**config.mk**
```make
export PLATFORM = sky130hd
export DESIGN_NAME = session_slot_table
export DESIGN_NICKNAME = d
export VERILOG_FILES = /design/src/rtl/sst_pkg.sv /design/src/rtl/session_slot_table.sv /design/src/rtl/sst_ctrl.sv /design/src/rtl/sst_dp.sv
export SDC_FILE = /design/constraint.sdc
export NUM_CORES = 1
export LEC_CHECK = 0
export BUFFER_PORTS_ARGS = -buffer_cell sky130_fd_sc_hd__clkbuf_2
export CORE_MARGIN = 10
export CORE_UTILIZATION = 29
export DETAILED_ROUTE_END_ITERATION = 12
export PLACE_DENSITY = 0.43
export RECOVER_POWER = 100
export SETUP_SLACK_MARGIN = 0.2
export SYNTH_ARGS = -nofsm -noshare
export SYNTH_HDL_FRONTEND = slang
export SYNTH_SLANG_ARGS = --single-unit
```
**constraint.sdc**
```tcl
create_clock -name clk -period 6.4 [get_ports clk]
set_input_delay 1.28 -clock clk [delete_from_list [all_inputs] [get_ports clk]]
set_output_delay 1.28 -clock clk [all_outputs]
set_load 0.1 [all_outputs]
```
**src/rtl/sst_pkg.sv**
```systemverilog
`timescale 1ns / 1ps

package sst_pkg;

	localparam int SLOTS  = 4;
	localparam int SLOT_W = (SLOTS > 1) ? $clog2(SLOTS) : 1;
	localparam int CNT_W  = $clog2(SLOTS + 1);

	typedef enum logic [1:0] {
		CMD_ATTACH     = 2'd0,
		CMD_DETACH     = 2'd1,
		CMD_DETACH_CUR = 2'd2,
		CMD_FIND       = 2'd3
	} cmd_e_t;

	typedef enum logic [1:0] {
		ST_IDLE,
		ST_SCAN,
		ST_FINISH
	} state_t;

	typedef struct packed {
		cmd_e_t      command;
		logic [15:0] terminal_id;
	} request_t;

	typedef struct packed {
		logic       ok;
		logic [2:0] session_id;
		logic       current_valid;
		logic [2:0] current_id;
		logic [2:0] active_count;
	} result_t;

	typedef struct packed {
		logic load;
		logic scan;
		logic commit;
	} ctrl_cmd_t;

	typedef struct packed {
		logic scan_last;
	} dp_status_t;

endpackage

```
**src/rtl/session_slot_table.sv**
```systemverilog
`timescale 1ns / 1ps

// Session slot table: attach, detach, detach-current and find on a small
// table of slots keyed by a 16-bit terminal id (zero is the null terminal).
// Request channel: request is taken at a rising edge with start high and
// busy low; busy stays high while the beat is worked on.
// Result channel: done is high for exactly one cycle with result valid;
// the receiver cannot hold it off, so nothing ever waits on the output.
// Timing: after the accepting edge the table is scanned one slot a cycle
// in the scan state, then the finish state applies the update and registers
// the result. done rises in the cycle that busy falls, so a new request
// can be taken only once the previous one is through; the scan through the
// slots takes most of the time of each request.
// Reset (arst_n low) frees every slot and clears the current mark; the
// stored terminal ids are not cleared, as a free slot is never matched.

module session_slot_table (
	input  logic              clk,
	input  logic              arst_n,
	input  logic              start,
	input  sst_pkg::request_t request,
	output logic              busy,
	output logic              done,
	output sst_pkg::result_t  result
);

	sst_pkg::ctrl_cmd_t  cmd;
	sst_pkg::dp_status_t status;

	sst_ctrl u_ctrl (
		.clk    (clk),
		.arst_n (arst_n),
		.start  (start),
		.status (status),
		.cmd    (cmd),
		.busy   (busy)
	);

	sst_dp u_dp (
		.clk     (clk),
		.arst_n  (arst_n),
		.cmd     (cmd),
		.request (request),
		.status  (status),
		.done    (done),
		.result  (result)
	);

endmodule

```
**src/rtl/sst_ctrl.sv**
```systemverilog
`timescale 1ns / 1ps

module sst_ctrl (
	input  logic                clk,
	input  logic                arst_n,
	input  logic                start,
	input  sst_pkg::dp_status_t status,
	output sst_pkg::ctrl_cmd_t  cmd,
	output logic                busy
);

	sst_pkg::state_t state_q;
	sst_pkg::state_t state_n;

	always_ff @(posedge clk or negedge arst_n) begin
		if (!arst_n) begin
			state_q <= sst_pkg::ST_IDLE;
		end else begin
			state_q <= state_n;
		end
	end

	always_comb begin
		state_n = state_q;
		unique case (state_q)
			sst_pkg::ST_IDLE: begin
				if (start) begin
					state_n = sst_pkg::ST_SCAN;
				end
			end
			sst_pkg::ST_SCAN: begin
				if (status.scan_last) begin
					state_n = sst_pkg::ST_FINISH;
				end
			end
			sst_pkg::ST_FINISH: begin
				state_n = sst_pkg::ST_IDLE;
			end
			default: begin
				state_n = sst_pkg::ST_IDLE;
			end
		endcase
	end

	always_comb begin
		cmd  = '0;
		busy = 1'b1;
		unique case (state_q)
			sst_pkg::ST_IDLE: begin
				busy     = 1'b0;
				cmd.load = start;
			end
			sst_pkg::ST_SCAN: begin
				cmd.scan = 1'b1;
			end
			sst_pkg::ST_FINISH: begin
				cmd.commit = 1'b1;
			end
			default: begin
				busy = 1'b1;
			end
		endcase
	end

endmodule

```
**src/rtl/sst_dp.sv**
```systemverilog
`timescale 1ns / 1ps

module sst_dp (
	input  logic                clk,
	input  logic                arst_n,
	input  sst_pkg::ctrl_cmd_t  cmd,
	input  sst_pkg::request_t   request,
	output sst_pkg::dp_status_t status,
	output logic                done,
	output sst_pkg::result_t    result
);

	sst_pkg::cmd_e_t             op_q;
	logic [15:0]                 term_q;
	logic [sst_pkg::SLOT_W-1:0]  idx_q;
	logic                        hit_found_q;
	logic [sst_pkg::SLOT_W-1:0]  hit_idx_q;
	logic                        free_found_q;
	logic [sst_pkg::SLOT_W-1:0]  free_idx_q;
	logic [sst_pkg::SLOTS-1:0]   used_q;
	logic [15:0]                 term_mem_q [sst_pkg::SLOTS];
	logic [15:0]                 term_rd_q;
	logic                        cur_valid_q;
	logic [sst_pkg::SLOT_W-1:0]  cur_slot_q;
	logic                        done_q;
	sst_pkg::result_t            result_q;

	logic                        null_term;
	logic                        match;
	logic [sst_pkg::SLOTS-1:0]   used_n;
	logic                        cur_valid_n;
	logic [sst_pkg::SLOT_W-1:0]  cur_slot_n;
	logic                        wr_en;
	logic [sst_pkg::SLOT_W-1:0]  wr_idx;
	logic                        ok_n;
	logic [sst_pkg::SLOT_W-1:0]  sid_idx;
	logic [sst_pkg::CNT_W-1:0]   count_n;
	logic                        cv_out;
	sst_pkg::result_t            result_n;

	assign status.scan_last = (idx_q == sst_pkg::SLOT_W'(sst_pkg::SLOTS - 1));
	assign null_term        = (term_q == 16'd0);
	assign match            = used_q[idx_q] && (term_rd_q == term_q);

	// scan one slot a cycle, keep the lowest hit and the lowest free slot
	always_ff @(posedge clk or negedge arst_n) begin
		if (!arst_n) begin
			idx_q        <= '0;
			hit_found_q  <= 1'b0;
			free_found_q <= 1'b0;
		end else if (cmd.load) begin
			idx_q        <= '0;
			hit_found_q  <= 1'b0;
			free_found_q <= 1'b0;
		end else if (cmd.scan) begin
			idx_q <= idx_q + sst_pkg::SLOT_W'(1);
			if (match && !hit_found_q) begin
				hit_found_q <= 1'b1;
			end
			if (!used_q[idx_q] && !free_found_q) begin
				free_found_q <= 1'b1;
			end
		end
	end

	always_ff @(posedge clk) begin
		if (cmd.load) begin
			op_q      <= request.command;
			term_q    <= request.terminal_id;
			term_rd_q <= term_mem_q[0];
		end
		if (cmd.scan) begin
			term_rd_q <= term_mem_q[idx_q + sst_pkg::SLOT_W'(1)];
			if (match && !hit_found_q) begin
				hit_idx_q <= idx_q;
			end
			if (!used_q[idx_q] && !free_found_q) begin
				free_idx_q <= idx_q;
			end
		end
	end

	always_comb begin
		used_n      = used_q;
		cur_valid_n = cur_valid_q;
		cur_slot_n  = cur_slot_q;
		wr_en       = 1'b0;
		wr_idx      = free_idx_q;
		ok_n        = 1'b0;
		sid_idx     = hit_idx_q;
		case (op_q)
			sst_pkg::CMD_ATTACH: begin
				if (!null_term) begin
					if (hit_found_q) begin
						cur_valid_n = 1'b1;
						cur_slot_n  = hit_idx_q;
						ok_n        = 1'b1;
					end else if (free_found_q) begin
						used_n[free_idx_q] = 1'b1;
						wr_en       = 1'b1;
						cur_valid_n = 1'b1;
						cur_slot_n  = free_idx_q;
						ok_n        = 1'b1;
						sid_idx     = free_idx_q;
					end
				end
			end
			sst_pkg::CMD_DETACH: begin
				if (!null_term && hit_found_q) begin
					used_n[hit_idx_q] = 1'b0;
					if (cur_valid_q && (cur_slot_q == hit_idx_q)) begin
						cur_valid_n = 1'b0;
					end
				end
			end
			sst_pkg::CMD_DETACH_CUR: begin
				if (cur_valid_q) begin
					used_n[cur_slot_q] = 1'b0;
					cur_valid_n = 1'b0;
				end
			end
			default: begin
				if (!null_term && hit_found_q) begin
					ok_n = 1'b1;
				end
			end
		endcase
	end

	always_comb begin
		count_n = '0;
		for (int i = 0; i < sst_pkg::SLOTS; i++) begin
			count_n = count_n + sst_pkg::CNT_W'(used_n[i]);
		end
	end

	assign cv_out = cur_valid_n && used_n[cur_slot_n];

	always_comb begin
		result_n.ok            = ok_n;
		result_n.session_id    = ok_n ? (3'(sid_idx) + 3'd1) : 3'd0;
		result_n.current_valid = cv_out;
		result_n.current_id    = cv_out ? (3'(cur_slot_n) + 3'd1) : 3'd0;
		result_n.active_count  = 3'(count_n);
	end

	always_ff @(posedge clk or negedge arst_n) begin
		if (!arst_n) begin
			used_q      <= '0;
			cur_valid_q <= 1'b0;
			cur_slot_q  <= '0;
			done_q      <= 1'b0;
		end else begin
			done_q <= cmd.commit;
			if (cmd.commit) begin
				used_q      <= used_n;
				cur_valid_q <= cur_valid_n;
				cur_slot_q  <= cur_slot_n;
			end
		end
	end

	always_ff @(posedge clk) begin
		if (cmd.commit) begin
			result_q <= result_n;
			if (wr_en) begin
				term_mem_q[wr_idx] <= term_q;
			end
		end
	end

	assign done   = done_q;
	assign result = result_q;

endmodule

```
==> run summary <==
Gates resized during post-CTS repair numbered 0. The clock root buffer master is clkbuf_16. The area of the placeable core came out at 18100 µm². The worst endpoint required time is 6.50 ns. The average wire per standard cell is 19.5 µm. The first detailed-routing pass took 5 iterations.

The number of setup buffers added after CTS is 0. The initial antenna violation count came out at 0. Yosys printed 0 warnings.

The number of cell instances on the worst register-to-register path came out at 5. The setup-violating endpoint count in the final report came out at 0. The via count of the first global-routing pass is 3374. The startpoint-to-endpoint class of the critical path is reg -> reg. The total negative slack for setup checks is 0 ns. The count of inserted antenna diode cells came out at 0. Setup repair after global routing left no endpoint under its margin.

The synthesized netlist net count is 412. The worst setup path is launched from a register. The global-route wire length before repair is 20300 µm. The run finished, with violations left. By area the synthesized netlist is led by edfxtp_1 (63%), dfrtp_1 (6.5%), mux2_2 (3.3%). The remaining design rule violation count came out at 0. The flop and latch count out of synthesis is 127. By area, the combinational part of the netlist is dominated by simple AND/OR/NAND/NOR gates. Buffers inserted during clock tree synthesis total 17.

The worst hold path belongs to the class reg -> reg. The sort of element at the end of the critical path is a register. The worst supply voltage drop on vdd came out at 210 µV.

The worst clock skew on the final layout is 0.0109 ns. The path with the worst hold slack has its endpoint at u_dp.used_q[1]$_DFFE_PN0P_. In the global route stage, overall resource usage came out at 0.111. Of the total synthesized cell area, the portion taken by full adders, half adders and majority gates is 0.0153. Measured against its own limit, the worst slew margin works out to -0.537. The complex-gate fraction of the synthesized area is 0.0923. The register-to-register path setup slack is 2.93 ns.

Clock tree synthesis found a total of 127 sinks. The slowest stage of the critical path is the clkbuf_1 cell. The peak fanout along the critical path is 48. For this run the aggregate overflow at the end of global routing stands at 0.

The launch point of the worst reg-to-reg path is u_dp.idx_q[1]$_DFFE_PN0P_. The total power density per cell area is 487 nW/µm². The time the worst path needs with I/O delays and setup came out at 3.47 ns. The number of endpoints with negative hold slack in the final report came to 0.

The sequential share of the synthesized area is 0.695. Yosys instantiated no cell more often than edfxtp_1. The number of nets still failing antenna checks after routing came out at 0. For this run, the top clock speed supported by timing is 288 MHz. The proportion of synthesized flip-flops having asynchronous set or reset came out at 0.110. The reg-to-reg critical path endpoint is u_dp.term_rd_q[14]$_DFFE_PP_. TritonCTS built the clock tree.

The average instance area after synthesis came out at 14.0 µm². The checks that failed: capacitance limit, slew limit. The final core utilization came out at 0.349. In the synthesized netlist, the cells that appear most often are edfxtp_1 (113), nand2_1 (31), nor2_1 (26), o21ai_0 (26), a21oi_1 (19). The detailed router placed 3289 vias in this run.

The boundary pin count is 34. The number of hold buffers added after CTS was 0. The signal on the critical path passes through ha_1, clkbuf_1, mux2_2, o21ai_0, a21oi_1. The startpoint identified for the worst hold timing path is u_dp.used_q[1]$_DFFE_PN0P_. The transition time at the pin with the least slew margin is 2.31 ns. Dividing the final minimum period by the clock period gives 0.543. The number of enable flip-flop cells after synthesis came out at 113. The initial core utilization came out at 0.298. The violation count after the first detailed-route iteration is 284. The mapped cell area is 5380 µm².

The number of maximum-capacitance constraint violations came out at 2. On the worst path, the slowest cell contributes a delay of 1.63 ns. The die height came out at 156 µm. After synthesis, the share of cell area in mux cells is 0.0451. The number of nets in the layout is 458. In the final layout, the share of cells above drive strength 1 is 0.142. Counting along the longest clock path gives a buffer depth of 2.

The count of final max-slew check failures came out at 49. The prevailing post-synth register cell is edfxtp_1. Of all cell types, the one taking the most synthesized area is edfxtp_1. The maximum level of the CTS H-tree is 4.

The total wirelength of the detailed-routed design is 13100 µm. The count of cells along the worst hold path came out at 2. After detailed routing, the number of vias per cell comes to 4.89. The clock transition at the registers of the reported paths is 0.05 ns. Of the total synthesized cell area, the portion taken by AND, OR, NAND and NOR gates is 0.0983.

The synthesis-to-layout area growth came out at 17.2%. In the synthesized netlist, the number of instances is 385. Clock latency on the worst-skew pair, taken at its later pin, is 0.41 ns. The leakage power figure came out at 2.16 nW.

Of the total synthesized cell area, the portion taken by XOR and XNOR cells is 0.0293. Entering global routing, the biggest net connects 49 pins. Yosys mapped the design onto 47 distinct sky130hd cell types. The top-area cell type share of the netlist area is 0.630. Summed over all nets, the half-perimeter wirelength after detailed placement is 8230 µm.

The die span in x came out at 156 µm. Data on the critical path arrives at its endpoint at 3.57 ns. The routability congestion estimate is 0.755. The standard-cell row count is 49.

The area of the die is 24400 µm². The number of buffers inserted by port buffering is 33.
routing by layer:
layer / vias to the layer above / wire [µm] / GRT usage / share of wire
met2: 75 / 6190 / 0.171 / 0.47
met1: 1656 / 6120 / 0.145 / 0.47
li1: 1549 / - / - / -
met4: 0 / 110 / 0.0427 / 0.0084
met3: 9 / 679 / 0.0323 / 0.052
met5: - / 0 / 0 / 0
layout by cell type, fill, tap and decap left out, types with 3 or more instances in the layout:
master	synthesis	layout
clkinv_1	0	3
nand3_1	7	7
nand2b_1	4	4
clkbuf_1	12	35
edfxtp_1	113	113
inv_1	16	16
clkinv_4	0	3
nor2_1	26	26
clkbuf_2	0	13
dfrtp_1	14	14
clkbuf_16	0	17
o22ai_1	16	16
nor4_2	4	3
nor2b_1	3	3
a21oi_1	19	19
nor4_1	5	6
xnor2_1	17	17
nand2_1	31	31
ha_1	5	5
nand4_1	7	7
a41oi_1	1	3
mux2_2	16	16
o21ai_0	26	26
mux2i_1	4	4
flip-flops by register name, indices dropped and copies added (netlist names):
name               flops
u_dp.term_mem_q       64
u_dp.term_q           16
u_dp.term_rd_q        16
u_dp.result           11
u_dp.used_q            4
u_ctrl.state_q         2
u_dp.cur_slot_q        2
u_dp.free_idx_q        2
u_dp.hit_idx_q         2
u_dp.idx_q             2
u_dp.op_q              2
u_dp.cur_valid_q       1
u_dp.done              1
u_dp.free_found_q      1
u_dp.hit_found_q       1
power by group:
part / leakage [nW] / total (W) / switching (W) / internal, W
combinational: 0.679 / 0.000944 / 0.000630 / 0.000314
clock: 0.264 / 0.000910 / 0.000340 / 0.000569
sequential: 1.22 / 0.00122 / 0.000111 / 0.00111
kinds of logic after synthesis:
family | count (synthesis)
xor+xnor | 18
buf+inv | 34
fa+ha+maj | 6
simple gates | 102
compound gates | 77
mux | 21
flops | 127
how the worst max path moves through the flow:
| stage | start | endpoint | slack [ns] |
|---|---|---|---|
| after floorplan | u_dp.term_q[5]$_DFFE_PP_ | u_dp.term_mem_q[0][0]$_DFFE_PP_ | 3.25 |
| after global placement | u_dp.term_q[8]$_DFFE_PP_ | u_dp.result[1]$_DFFE_PP_ | 3.21 |
| after detailed placement | u_dp.term_q[1]$_DFFE_PP_ | u_dp.result[1]$_DFFE_PP_ | 3.16 |
| after CTS | u_dp.term_q[1]$_DFFE_PP_ | u_dp.result[1]$_DFFE_PP_ | 3.13 |
| after global routing | u_dp.idx_q[1]$_DFFE_PN0P_ | u_dp.term_rd_q[14]$_DFFE_PP_ | 2.67 |
| final | u_dp.idx_q[1]$_DFFE_PN0P_ | u_dp.term_rd_q[14]$_DFFE_PP_ | 2.93 |
stage by stage:
stage | std cells | hold slack [ns] | power (W) | worst slack, ns | cell area, µm²
global route | 673 | 0.558 | 0.00326 | 2.67 | 6310
CTS | 673 | 0.531 | 0.00313 | 3.13 | 6440
floorplan | 385 | 0.467 | 0.00191 | 3.25 | 5380
detailed placement | 641 | 0.516 | 0.00221 | 3.16 | 5880
global placement | 641 | 0.532 | 0.00220 | 3.21 | 5880
finish | 673 | 0.524 | 0.00307 | 2.93 | 6310
final cells by class:
| type | instances | area, µm² |
|---|---|---|
| Inverter | 16 | 60.1 |
| Fill cell | 1780 | 11800 |
| Timing Repair Buffer | 45 | 189 |
| Sequential cell | 127 | 3740 |
| Tap cell | 229 | 287 |
| Clock inverter | 11 | 118 |
| Multi-Input combinational cell | 224 | 1470 |
| Clock buffer | 21 | 440 |
worst max-delay path: cells and delay by family, from the launching register on:
family,cells,cell delay [ns]
buffers and inverters,1,1.63
DFF,1,0.45
muxes,1,0.45
adders and majority gates,1,0.32
AOI/OAI and AO/OA,2,0.25
(Power assumes the default switching activity.)
